<file path="config.mk">
export PLATFORM = sky130hd
export DESIGN_NAME = infix_to_postfix_converter_core
export DESIGN_NICKNAME = d
export VERILOG_FILES = /design/src/design/itp_pkg.sv /design/src/design/itp_ctrl.sv /design/src/design/itp_dp.sv /design/src/design/infix_to_postfix_converter_core.sv
export SDC_FILE = /design/constraint.sdc
export NUM_CORES = 1
export LEC_CHECK = 0
export ABC_AREA = 1
export ABC_CLOCK_PERIOD_IN_PS = 3900
export BUFFER_PORTS_ARGS = -buffer_cell sky130_fd_sc_hd__buf_4
export CORE_MARGIN = 2
export CORE_UTILIZATION = 60
export CTS_CLUSTER_SIZE = 12
export DETAILED_ROUTE_END_ITERATION = 7
export HOLD_SLACK_MARGIN = 0.02
export PLACE_DENSITY = 0.79
export SYNTH_ARGS = -nofsm -noshare
export SYNTH_HDL_FRONTEND = slang
export SYNTH_HIERARCHICAL = 1
export SYNTH_SLANG_ARGS = --single-unit
</file>
<file path="constraint.sdc">
create_clock -name clk -period 3.9 [get_ports clk]
set_input_delay 0.975 -clock clk [delete_from_list [all_inputs] [get_ports clk]]
set_output_delay 0.975 -clock clk [all_outputs]
set_load 0.005 [all_outputs]
</file>
<file path="src/design/itp_pkg.sv">
`default_nettype none
package itp_pkg;

	localparam int STACK_DEPTH_DEF = 16;

	localparam logic [7:0] CH_LP  = 8'h28;
	localparam logic [7:0] CH_RP  = 8'h29;
	localparam logic [7:0] CH_ADD = 8'h2B;
	localparam logic [7:0] CH_SUB = 8'h2D;
	localparam logic [7:0] CH_MUL = 8'h2A;
	localparam logic [7:0] CH_DIV = 8'h2F;
	localparam logic [7:0] CH_MOD = 8'h25;
	localparam logic [7:0] CH_POW = 8'h5E;

	typedef enum logic [2:0] {
		OP_LP   = 3'd0,
		OP_ADD  = 3'd1,
		OP_SUB  = 3'd2,
		OP_MUL  = 3'd3,
		OP_DIV  = 3'd4,
		OP_MOD  = 3'd5,
		OP_POW  = 3'd6,
		OP_NONE = 3'd7
	} op_t;

	typedef enum logic [2:0] {
		CL_OPND = 3'd0,
		CL_LP   = 3'd1,
		CL_RP   = 3'd2,
		CL_OP   = 3'd3,
		CL_END  = 3'd4
	} cls_t;

	typedef enum logic [1:0] {
		ST_OK  = 2'd0,
		ST_OVF = 2'd1,
		ST_UNM = 2'd2
	} st_t;

	typedef struct packed {
		logic latch;
		logic push;
		logic pop;
		logic set_ovf;
		logic set_unm;
		logic clr_flags;
		logic emit_in;
		logic emit_top;
		logic emit_end;
	} cmd_t;

	typedef struct packed {
		cls_t cls;
		logic empty;
		logic full;
		logic top_lp;
		logic top_ge;
		logic out_free;
	} sts_t;

	function automatic op_t code_of(input logic [7:0] c);
		op_t r;
		case (c)
			CH_LP:   r = OP_LP;
			CH_ADD:  r = OP_ADD;
			CH_SUB:  r = OP_SUB;
			CH_MUL:  r = OP_MUL;
			CH_DIV:  r = OP_DIV;
			CH_MOD:  r = OP_MOD;
			CH_POW:  r = OP_POW;
			default: r = OP_NONE;
		endcase
		return r;
	endfunction

	function automatic logic [7:0] op_char(input op_t op);
		logic [7:0] r;
		case (op)
			OP_LP:   r = CH_LP;
			OP_ADD:  r = CH_ADD;
			OP_SUB:  r = CH_SUB;
			OP_MUL:  r = CH_MUL;
			OP_DIV:  r = CH_DIV;
			OP_MOD:  r = CH_MOD;
			OP_POW:  r = CH_POW;
			default: r = 8'd0;
		endcase
		return r;
	endfunction

	function automatic logic [2:0] op_prio(input op_t op);
		logic [2:0] r;
		case (op)
			OP_LP:                  r = 3'd2;
			OP_ADD, OP_SUB:         r = 3'd3;
			OP_MUL, OP_DIV, OP_MOD: r = 3'd4;
			OP_POW:                 r = 3'd5;
			default:                r = 3'd0;
		endcase
		return r;
	endfunction

endpackage
`default_nettype wire

</file>
<file path="src/design/itp_ctrl.sv">
`default_nettype none
module itp_ctrl (
	input  wire logic          clk,
	input  wire logic          arst_n,
	input  wire logic          in_valid,
	output logic               in_ready,
	input  wire itp_pkg::sts_t sts,
	output itp_pkg::cmd_t      cmd
);
	import itp_pkg::*;

	typedef enum logic [1:0] {
		S_IDLE = 2'b01,
		S_RUN  = 2'b10
	} state_t;

	state_t state_q, state_d;

	assign in_ready = (state_q == S_IDLE);

	always_comb begin
		state_d = state_q;
		cmd     = '0;
		case (state_q)
			S_IDLE: begin
				if (in_valid) begin
					cmd.latch = 1'b1;
					state_d   = S_RUN;
				end
			end
			S_RUN: begin
				case (sts.cls)
					CL_OPND: begin
						if (sts.out_free) begin
							cmd.emit_in = 1'b1;
							state_d     = S_IDLE;
						end
					end
					CL_LP: begin
						if (sts.full) cmd.set_ovf = 1'b1;
						else cmd.push = 1'b1;
						state_d = S_IDLE;
					end
					CL_OP: begin
						if (!sts.empty && sts.top_ge) begin
							if (sts.out_free) begin
								cmd.pop      = 1'b1;
								cmd.emit_top = 1'b1;
							end
						end else begin
							if (sts.full) cmd.set_ovf = 1'b1;
							else cmd.push = 1'b1;
							state_d = S_IDLE;
						end
					end
					CL_RP: begin
						if (sts.empty) begin
							cmd.set_unm = 1'b1;
							state_d     = S_IDLE;
						end else if (sts.top_lp) begin
							cmd.pop = 1'b1;
							state_d = S_IDLE;
						end else if (sts.out_free) begin
							cmd.pop      = 1'b1;
							cmd.emit_top = 1'b1;
						end
					end
					CL_END: begin
						if (!sts.empty) begin
							if (sts.top_lp) begin
								cmd.pop = 1'b1;
							end else if (sts.out_free) begin
								cmd.pop      = 1'b1;
								cmd.emit_top = 1'b1;
							end
						end else if (sts.out_free) begin
							cmd.emit_end  = 1'b1;
							cmd.clr_flags = 1'b1;
							state_d       = S_IDLE;
						end
					end
					default: state_d = S_IDLE;
				endcase
			end
			default: state_d = S_IDLE;
		endcase
	end

	always_ff @(posedge clk or negedge arst_n) begin
		if (!arst_n) state_q <= S_IDLE;
		else state_q <= state_d;
	end

endmodule
`default_nettype wire

</file>
<file path="src/design/itp_dp.sv">
`default_nettype none
module itp_dp #(
	parameter int STACK_DEPTH = itp_pkg::STACK_DEPTH_DEF
) (
	input  wire logic          clk,
	input  wire logic          arst_n,
	input  wire logic          kind,
	input  wire logic [7:0]    symbol,
	input  wire itp_pkg::cmd_t cmd,
	output itp_pkg::sts_t      sts,
	output logic               out_valid,
	input  wire logic          out_ready,
	output logic [7:0]         out_symbol,
	output logic               end_mark,
	output logic [1:0]         status
);
	import itp_pkg::*;

	localparam int AW = $clog2(STACK_DEPTH);
	localparam int CW = $clog2(STACK_DEPTH + 1);

	logic [2:0]    mem [STACK_DEPTH];
	logic [CW-1:0] cnt_q, cnt_d, cnt_m1;
	logic [AW-1:0] rd_addr;
	op_t           top_q;
	logic          kind_q;
	logic [7:0]    sym_q;
	op_t           code;
	logic [1:0]    flags_q;
	st_t           st;
	logic          out_valid_q;
	logic [7:0]    out_sym_q;
	logic          out_end_q;
	logic [1:0]    out_st_q;

	assign code = code_of(sym_q);

	always_comb begin
		sts          = '0;
		if (kind_q) sts.cls = CL_END;
		else if (sym_q == CH_RP) sts.cls = CL_RP;
		else if (code == OP_NONE) sts.cls = CL_OPND;
		else if (code == OP_LP) sts.cls = CL_LP;
		else sts.cls = CL_OP;
		sts.empty    = (cnt_q == '0);
		sts.full     = (cnt_q == CW'(STACK_DEPTH));
		sts.top_lp   = (top_q == OP_LP);
		sts.top_ge   = (op_prio(top_q) >= op_prio(code));
		sts.out_free = !out_valid_q || out_ready;
	end

	always_ff @(posedge clk) begin
		if (cmd.latch) begin
			kind_q <= kind;
			sym_q  <= symbol;
		end
	end

	// top of stack kept in a register; read port follows the next count
	always_comb begin
		cnt_d = cnt_q;
		if (cmd.push) cnt_d = cnt_q + CW'(1);
		else if (cmd.pop) cnt_d = cnt_q - CW'(1);
		cnt_m1  = cnt_d - CW'(1);
		rd_addr = cnt_m1[AW-1:0];
	end

	always_ff @(posedge clk) begin
		if (cmd.push) mem[cnt_q[AW-1:0]] <= code;
		if (cmd.push) top_q <= code;
		else top_q <= op_t'(mem[rd_addr]);
	end

	always_ff @(posedge clk or negedge arst_n) begin
		if (!arst_n) begin
			cnt_q   <= '0;
			flags_q <= '0;
		end else begin
			cnt_q <= cnt_d;
			if (cmd.clr_flags) flags_q <= '0;
			else flags_q <= flags_q | {cmd.set_unm, cmd.set_ovf};
		end
	end

	always_comb begin
		if (flags_q[0]) st = ST_OVF;
		else if (flags_q[1]) st = ST_UNM;
		else st = ST_OK;
	end

	always_ff @(posedge clk or negedge arst_n) begin
		if (!arst_n) out_valid_q <= 1'b0;
		else if (cmd.emit_in || cmd.emit_top || cmd.emit_end) out_valid_q <= 1'b1;
		else if (out_ready) out_valid_q <= 1'b0;
	end

	always_ff @(posedge clk) begin
		if (cmd.emit_in) begin
			out_sym_q <= sym_q;
			out_end_q <= 1'b0;
			out_st_q  <= ST_OK;
		end else if (cmd.emit_top) begin
			out_sym_q <= op_char(top_q);
			out_end_q <= 1'b0;
			out_st_q  <= ST_OK;
		end else if (cmd.emit_end) begin
			out_sym_q <= 8'd0;
			out_end_q <= 1'b1;
			out_st_q  <= st;
		end
	end

	assign out_valid  = out_valid_q;
	assign out_symbol = out_sym_q;
	assign end_mark   = out_end_q;
	assign status     = out_st_q;

	a_cnt_range: assert property (@(posedge clk) disable iff (!arst_n)
		cnt_q <= CW'(STACK_DEPTH))
		else $error("stack count out of range");

	a_push_pop: assert property (@(posedge clk) disable iff (!arst_n)
		!(cmd.push && cmd.pop))
		else $error("push and pop together");

	a_emit_free: assert property (@(posedge clk) disable iff (!arst_n)
		(cmd.emit_in || cmd.emit_top || cmd.emit_end) |-> sts.out_free)
		else $error("emit into occupied output register");

	a_emit_one: assert property (@(posedge clk) disable iff (!arst_n)
		$onehot0({cmd.emit_in, cmd.emit_top, cmd.emit_end}))
		else $error("multiple emits");

	a_end_clear: assert property (@(posedge clk) disable iff (!arst_n)
		cmd.emit_end |=> (flags_q == 2'b00) && (cnt_q == '0))
		else $error("state not cleared after end of expression");

	a_no_push_full: assert property (@(posedge clk) disable iff (!arst_n)
		cmd.push |-> !sts.full)
		else $error("push into full stack");

endmodule
`default_nettype wire

</file>
<file path="src/design/infix_to_postfix_converter_core.sv">
// Infix to postfix converter (shunting-yard).
// Input channel (in_valid/in_ready): one transfer per infix character
// (kind = 0, symbol) or one end-of-expression item (kind = 1).
// Output channel (out_valid/out_ready): one transfer per postfix character;
// each expression ends with a transfer carrying end_mark = 1, out_symbol = 0
// and status (0 ok, 1 stack overflow, 2 unmatched close parenthesis).
// An item is accepted in S_IDLE and processed in S_RUN, which pops operators
// from the stack as it emits them: an operand is emitted, a ( is pushed, an
// operator is pushed once those of equal or higher priority are emitted, a )
// emits those above its ( and drops the (; an end item empties the stack.
// The stack has a single write port and a registered read port that tracks
// the next top entry, so the new top is in place in the cycle after a pop.
// A result appears at the output in the cycle after the cycle that produces it.
// When the receiver stalls, the output register holds its transfer and the
// controller waits on any step that needs to emit; in_ready stays low until
// the current item is finished.
// Reset clears the stack count, the error flags and the output valid; the
// stack storage itself is not cleared and needs no clearing pass.
`default_nettype none
module infix_to_postfix_converter_core #(
	parameter int STACK_DEPTH = itp_pkg::STACK_DEPTH_DEF
) (
	input  wire logic       clk,
	input  wire logic       arst_n,
	input  wire logic       in_valid,
	output logic            in_ready,
	input  wire logic       kind,
	input  wire logic [7:0] symbol,
	output logic            out_valid,
	input  wire logic       out_ready,
	output logic [7:0]      out_symbol,
	output logic            end_mark,
	output logic [1:0]      status
);
	import itp_pkg::*;

	cmd_t cmd;
	sts_t sts;

	itp_ctrl u_ctrl (
		.clk      (clk),
		.arst_n   (arst_n),
		.in_valid (in_valid),
		.in_ready (in_ready),
		.sts      (sts),
		.cmd      (cmd)
	);

	itp_dp #(
		.STACK_DEPTH (STACK_DEPTH)
	) u_dp (
		.clk        (clk),
		.arst_n     (arst_n),
		.kind       (kind),
		.symbol     (symbol),
		.cmd        (cmd),
		.sts        (sts),
		.out_valid  (out_valid),
		.out_ready  (out_ready),
		.out_symbol (out_symbol),
		.end_mark   (end_mark),
		.status     (status)
	);

endmodule
`default_nettype wire
</file>
==> summary.txt, run 1 <==
Die
  – Initial Util: approximately 61%
  – DIE WIDTH: around 87 um
  – Core box area: around 6700 sq um
  – Row count: 30
  – Die span in y: 86.7 um
  – Die area: 7510 sq um
  – IO Pins: 26

Timing
  – Slew HR: between 40% and 50%
  – Worst Clk Skew: just over 8 ps
  – Fin crit period: approximately 3600 ps
  – Final setup viols: 0
  – Slew @ Worst Pin: between 800 and 900 ps
  – Max-slew violations: 0
  – Final hold vios: 0
  – Fmax: ~280 MHz
  – Final Cycle Share: approximately 93%

Pwr
  – Power Dens Cells: just under 700 nW/um^2
  – Peak supply drop: 0.000461 V
  – Lkg Pwr: a little over 2 nW

Cells and area
  – Nets: between 400 and 500
  – Register area: 2350 sq um
  – Area Growth Syn to Fin: 11.8%
  – Final Non-Filler Cells: ~550
  – Area of the multi-input gates: around 1400 sq um
  – Antenna fix cells: 0
  – Share of layout cells above drive strength 1: between 10% and 20%
  – Design Area, Final: between 4000 and 5000 sq um
  – Number of fill cells: slightly above 500

Placed design
  – Placed cells: 536
  – RePlAce Congestion: around 0.9
  – Port buffer count: 25
  – Half-perimeter wire length after detailed placement: between 5000 and 6000 um
  – Placement Cell Area: 4340 sq um

Clock tree
  – CTS Hold Bufs: 0
  – CTS Root Cell: clkbuf_8
  – Setup repair bufs after CTS: 0
  – Clock sinks: between 80 and 90
  – CTS tree: done
  – H-tree levels: 3
  – Clock buffer depth: 2
  – Cts bufs inserted: 9
  – CTS clk-pin slew, worst paths: around 80 ps
  – Worst skew pair latency: roughly 350 ps

Run status
  – Status: finished, final reports clean

Yosys
  – Leading area contributor after synthesis: edfxtp_1
  – Net Count, Synth: around 460
  – #FFs+latches synth: between 80 and 90
  – Mapped Cells: around 440
  – Syn_area_per_cell: between 9 and 10 sq um
  – Main area contributors after synthesis: edfxtp_1 (48%), nand2_1 (8.5%), inv_1 (6.3%)
  – Register area share after synthesis: 57.2%
  – Post-synth cell types: 40
  – Yosys warns: 6
  – Top-area cell type share of the netlist area: between 40% and 50%
  – Syn Std Cell Area: just over 4000 sq um

Detailed routing
  – WL/cell: 14.6 um
  – TritonRoute pass-1 iters: 5
  – Post-route ant nets: 0
  – DRC Markers: 0
  – DR vias/cell: between 5 and 6
  – Final WL: between 8000 and 9000 um
  – DRT iter0 DRCs: 365
  – DR vias: roughly 3000

Global routing
  – Antenna violations before repair: 0
  – GR Util All Layers: 22.4%
  – First-pass GRT wire length: about 13000 um
  – Largest net degree at the start of global routing: 22
  – Grt ovf: 0
  – Vias in the first global route: between 2000 and 3000

Worst hold path
  – Hold WC Path Type: input port to async pin

Worst setup path
  – CP Data Required Time: between 4000 and 5000 ps
  – Worst R2R Setup Slack: 280 ps
  – R2R depth: 22
  – Setup CP Type: flip-flop to flip-flop
  – Element type at the critical path end: flip-flop
  – Worst setup SP type: flip-flop
  – CP Max Fanout: 19
  – Worst Path Arrival: about 3800 ps

Job
  – Maxcap violations: 0
## per-layer routing
layer,global-route usage [%],share of wire [%]
met4,9.66,2.7
met5,0,0
met1,30.8,44
met2,35.4,47
met3,3.71,6.1
## logic make-up after synthesis
group                    synth area share [%]
AO/OA/AOI/OAI                            4.46
XOR/XNOR                                 1.07
adder cells (fa/ha/maj)                  2.75
buffers and inverters                    9.19
flip-flops                               57.2
AND/OR/NAND/NOR                          25.4
## Yosys cell counts, drive strengths merged
cell	count
a32o	1
nor2	62
dfstp	1
edfxtp	65
nand4	7
or2	2
dfrtp	9
a21oi	7
o21ai	11
o22ai	1
nand2	103
a31oi	1
nand3	45
o211ai	4
o31ai	2
nor4	2
inv	74
buf	9
dfxtp	7
nand3b	3
o311ai	1
clkbuf	1
ha	9
xor2	5
nor3	3
## how the worst min path moves through the flow
stage	slack, ps	endpoint	depth (start not counted)
5_1_grt	440	u_dp/flags_q[1]$_DFF_PN0_	1
2_1_floorplan	470	u_dp/status[1]$_SDFFE_PP0P_	1
6_report	430	u_dp/flags_q[1]$_DFF_PN0_	1
3_3_place_gp	460	u_dp/status[1]$_SDFFE_PP0P_	1
4_1_cts	430	u_dp/flags_q[1]$_DFF_PN0_	1
3_5_place_dp	470	u_dp/end_mark$_SDFFE_PP0P_	2
## area by class of cell
class,instances,share of cell area [%]
Clock buffer,10,3.00
Tap cell,80,2.18
Inverter,74,6.17
Clock inverter,6,1.97
Timing Repair Buffer,31,5.16
Multi-Input combinational cell,269,30.3
Sequential cell,82,51.2
## critical path, cell delays in order, from the launching register on
cell and delay [ps]:
dfxtp_2 380, buf_6 190, nor2_1 60, nor2_1 80, o21ai_1 80, nand3_1 90
nand3_1 90, nand2_2 150, inv_2 70, o21ai_1 120, nand2_1 70, ha_1 310
nand2_1 60, o211ai_1 250, inv_1 100, nor2_1 140, nand3_1 160, a21oi_2 240
inv_1 120, o211ai_1 160, o21ai_0 150, ha_1 220, xor2_1 170
## through the flow
| step | total power, mW | hold slack [ps] | worst slack [ps] | setup TNS [ps] | utilization, % |
|---|---|---|---|---|---|
| global route | 3.30 | 441 | -5.57 | -5.57 | 68.2 |
| global placement | 2.35 | 461 | 347 | 0 | 64.6 |
| detailed placement | 2.40 | 466 | 214 | 0 | 64.6 |
| CTS | 3.09 | 431 | 130 | 0 | 68.0 |
| floorplan | 2.15 | 466 | 767 | 0 | - |
| finish | 3.11 | 435 | 276 | 0 | 68.2 |
## power breakdown
part	switching, mW	total, mW	internal, mW
Clock	0.307	0.686	0.379
Sequential	0.108	1.18	1.08
Combinational	0.808	1.24	0.432
## cell usage in the layout (no fill, tap or decap), types with 4 or more instances in the layout
master and count:
nand2_2 9, nor2_1 58, ha_1 9, xor2_1 5, nand2_1 93, edfxtp_1 65, buf_4 30, nand4_1 7
dfrtp_1 9, o211ai_1 4, o21ai_1 7, dfxtp_1 5, a21oi_1 4, inv_1 69, nand3_1 39, clkbuf_8 10
nand3_2 6
## sequential cells by signal (all words and copies together) (netlist names), named ones only
| register | cells |
|---|---|
| u_ctrl/state_q | 2 |
| u_dp/cnt_q | 5 |
| u_dp/end_mark | 1 |
| u_dp/flags_q | 2 |
| u_dp/kind_q | 1 |
| u_dp/mem | 48 |
| u_dp/out_symbol | 8 |
| u_dp/out_valid | 1 |
| u_dp/status | 2 |
| u_dp/sym_q | 8 |
## timing repair
item | 4_1_cts | 5_1_grt
endpoints found under the hold margin | 0 | 0
setup endpoints to repair | 0 | 3
resized for setup | 0 | 5
Power figures use the tool's default switching activity.
==> run 2: changes to the inputs <==
--- a/config.mk
+++ b/config.mk
@@ -14,6 +14,7 @@
 export DETAILED_ROUTE_END_ITERATION = 7
 export HOLD_SLACK_MARGIN = 0.02
 export PLACE_DENSITY = 0.79
+export RECOVER_POWER = 100
 export SYNTH_ARGS = -nofsm -noshare
 export SYNTH_HDL_FRONTEND = slang
 export SYNTH_HIERARCHICAL = 1
==> run 2 against run 1 <==
Die area stayed put. Critical path type unchanged. Non-clock buffer count stayed put. Clock-buffer cell count stayed put. Sequential cell count stayed put. Sequential power hardly changed. Critical path depth stayed put. Final area is 0.66% lower. First-iteration DRC count is 3.6% lower. Total power is 0.83% lower. Clock power hardly changed. Maximum frequency is 1.1% higher. Register-to-register slack better by 40 ps. Largest power group unchanged.
==> summary.txt, run 2 (synthesized netlist as in run 1, its figures left out) <==
Timing
  – Final Cycle Share: 91.9% (was 92.9%)
  – Hold WS: 480 ps (was 435 ps)
  – Setup ws final: 314 ps (was 276 ps)
  – Unrepaired setup endpoints after global routing: false
  – Slew HR: 40.4% (was 41.0%)
  – Fin crit period: 3590 ps (was 3620 ps)
  – Max-slew violations: 0 (unchanged)
  – Fmax: 279 MHz (was 276 MHz)
  – Total Neg Setup Slack: 0 ps (unchanged)
  – Final hold vios: 0 (unchanged)
  – Final setup viols: 0 (unchanged)
  – Slew @ Worst Pin: 891 ps (was 882 ps)
  – Worst Clk Skew: 7.94 ps (was 8.27 ps)

Worst setup path
  – Crit-path cells: buf_6 -> nor2_1 -> nor2_1 -> o21ai_1 -> nand3_1 -> nand3_1 -> nand2_2 -> inv_2 -> o21ai_1 -> nand2_1 -> ha_1 -> nand2_1 -> o211ai_1 -> inv_1 -> nor2_1 -> nand3_1 -> a21oi_2 -> inv_1 -> o211ai_1 -> o21ai_0 -> ha_1 -> xor2_1 (unchanged)
  – Crit path max-delay family: compound AO/OA/AOI/OAI gates (unchanged)
  – R2R depth: 22 (unchanged)
  – CP peak stage delay: 380 ps (about the same)
  – Worst Path Arrival: 3810 ps (was 3840 ps)
  – Worst R2R Setup Slack: 310 ps (was 280 ps)
  – Worst setup SP type: flip-flop (unchanged)
  – Setup CP Type: flip-flop to flip-flop (unchanged)
  – Element type at the critical path end: flip-flop (unchanged)
  – Slowest-stage cell, CP: dfxtp_2 (unchanged)
  – Crit path buffers/inverters: 4 (unchanged)
  – CP Data Required Time: 4120 ps (about the same)
  – CP Max Fanout: 19 (unchanged)

Placed design
  – Placement Cell Area: 4340 sq um (unchanged)
  – Half-perimeter wire length after detailed placement: 5810 um (unchanged)
  – Place WS: 214 ps (unchanged)
  – RePlAce Congestion: 0.876 (unchanged)
  – Port buffer count: 25 (unchanged)

Die
  – Row count: 30 (unchanged)
  – Die area: 7510 sq um (unchanged)
  – Core box area: 6720 sq um (unchanged)
  – IO Pins: 26 (unchanged)
  – Die span in y: 86.7 um (unchanged)
  – Initial Util: 61.0% (unchanged)
  – DIE WIDTH: 86.7 um (unchanged)

Global routing
  – Antenna violations before repair: 0 (unchanged)
  – Largest net degree at the start of global routing: 22 (unchanged)
  – First-pass GRT wire length: 13000 um (unchanged)
  – GR Util All Layers: 22.4% (unchanged)
  – Grt ovf: 0 (unchanged)
  – Vias in the first global route: 2831 (unchanged)

Worst hold path
  – Hold path startpoint: u_dp/end_mark$_SDFFE_PP0P_
  – Hold Path End: u_dp/end_mark$_SDFFE_PP0P_
  – Hold WC Path Type: flip-flop to flip-flop (was input port to async pin)
  – Hold depth: 2

Clock tree
  – CTS tree: done (unchanged)
  – CTS Root Cell: clkbuf_8 (unchanged)
  – Cts repair resizes: 0 (unchanged)
  – Clock sinks: 82 (unchanged)
  – Clock buffer depth: 2 (unchanged)
  – CTS Hold Bufs: 0 (unchanged)
  – Worst skew pair latency: 350 ps (about the same)
  – Cts bufs inserted: 9 (unchanged)
  – Setup repair bufs after CTS: 0 (unchanged)
  – CTS clk-pin slew, worst paths: 80 ps (about the same)
  – H-tree levels: 3 (unchanged)

Cells and area
  – Most frequent cells in the layout: nand2_1 (94), inv_1 (69), edfxtp_1 (65), nor2_1 (59), nand3_1 (40) (was nand2_1 (93), inv_1 (69), edfxtp_1 (65), nor2_1 (58), nand3_1 (39))
  – Design Area, Final: 4550 sq um (was 4580 sq um)
  – Area Growth Syn to Fin: 11.1% (was 11.8%)
  – Max reg flops: 48 (unchanged)
  – Leading cell type in the layout, fill and taps excluded: nand2_1 (unchanged)
  – Final core utilization: 67.7% (was 68.2%)
  – Nets: 489 (unchanged)
  – Share of layout cells above drive strength 1: 15.9% (was 17.8%)
  – Antenna fix cells: 0 (unchanged)

Pwr
  – Peak supply drop: 0.000458 V (was 0.000461 V)
  – Power Dens Cells: 678 nW/um^2 (was 679 nW/um^2)
  – Lkg Pwr: 2.00 nW (was 2.02 nW)

Run status
  – Status: finished, final reports clean (unchanged)

Detailed routing
  – DRC Markers: 0 (unchanged)
  – TritonRoute pass-1 iters: 5 (unchanged)
  – DR vias: 3048 (was 3047)
  – Final WL: 8050 um (was 8090 um)
  – DR vias/cell: 5.52 (about the same)
  – DRT iter0 DRCs: 352 (was 365)
  – WL/cell: 14.6 um (about the same)
  – Post-route ant nets: 0 (unchanged)

Job
  – Maxcap violations: 0 (unchanged)
run 2: cell count changes in the layout (fill, tap and decap cells not counted), moves of 2 or more:
cell	before	now
clkbuf_4	0	22
clkbuf_1	0	2
o21ai_1	7	4
o21ai_0	3	7
buf_4	30	6
run 2: stage by stage:
stage          cells  power, mW
6_report         552       3.09
5_1_grt          552       3.28
4_1_cts          552       3.09
3_5_place_dp     536       2.40
3_3_place_gp     536       2.35
2_1_floorplan    435       2.15
run 2: worst max-delay path by stage:
| stage | from | endpoint | slack (ps) | cells past startpoint |
|---|---|---|---|---|
| floorplan | flip-flop | flip-flop | 770 | 24 |
| global placement | flip-flop | flip-flop | 350 | 22 |
| detailed placement | flip-flop | flip-flop | 210 | 22 |
| CTS | flip-flop | flip-flop | 130 | 22 |
| global route | flip-flop | flip-flop | 10 | 22 |
| finish | flip-flop | flip-flop | 310 | 22 |
run 2: worst reg2reg max path: stages, from the launching register on:
cell and delay, ps:
dfxtp_2 380, buf_6 180, nor2_1 70, nor2_1 80
o21ai_1 80, nand3_1 90, nand3_1 90, nand2_2 150
inv_2 70, o21ai_1 120, nand2_1 70, ha_1 310
nand2_1 60, o211ai_1 240, inv_1 100, nor2_1 140
nand3_1 140, a21oi_2 230, inv_1 130, o211ai_1 160
o21ai_0 150, ha_1 220, xor2_1 170
run 2: routing by layer:
layer	vias up	share of wire, %	global-route usage, %
met3	23	6.2	3.71
met4	0	2.5	9.66
met5	-	0	0
li1	1485	-	-
met2	123	47	35.4
met1	1417	44	30.8
run 2: report_power, final:
group	switching, mW	internal (mW)
clock	0.306	0.379
sequential	0.107	1.07
combinational	0.793	0.425
run 2: area by class of cell:
class,instances,area [sq um]
clock buffer,10,138
clock inverter,6,90.1
fill,520,2170
inverter,74,283
multi-input combinational,269,1370
sequential,82,2350
tap,80,100
timing repair buffer,31,229
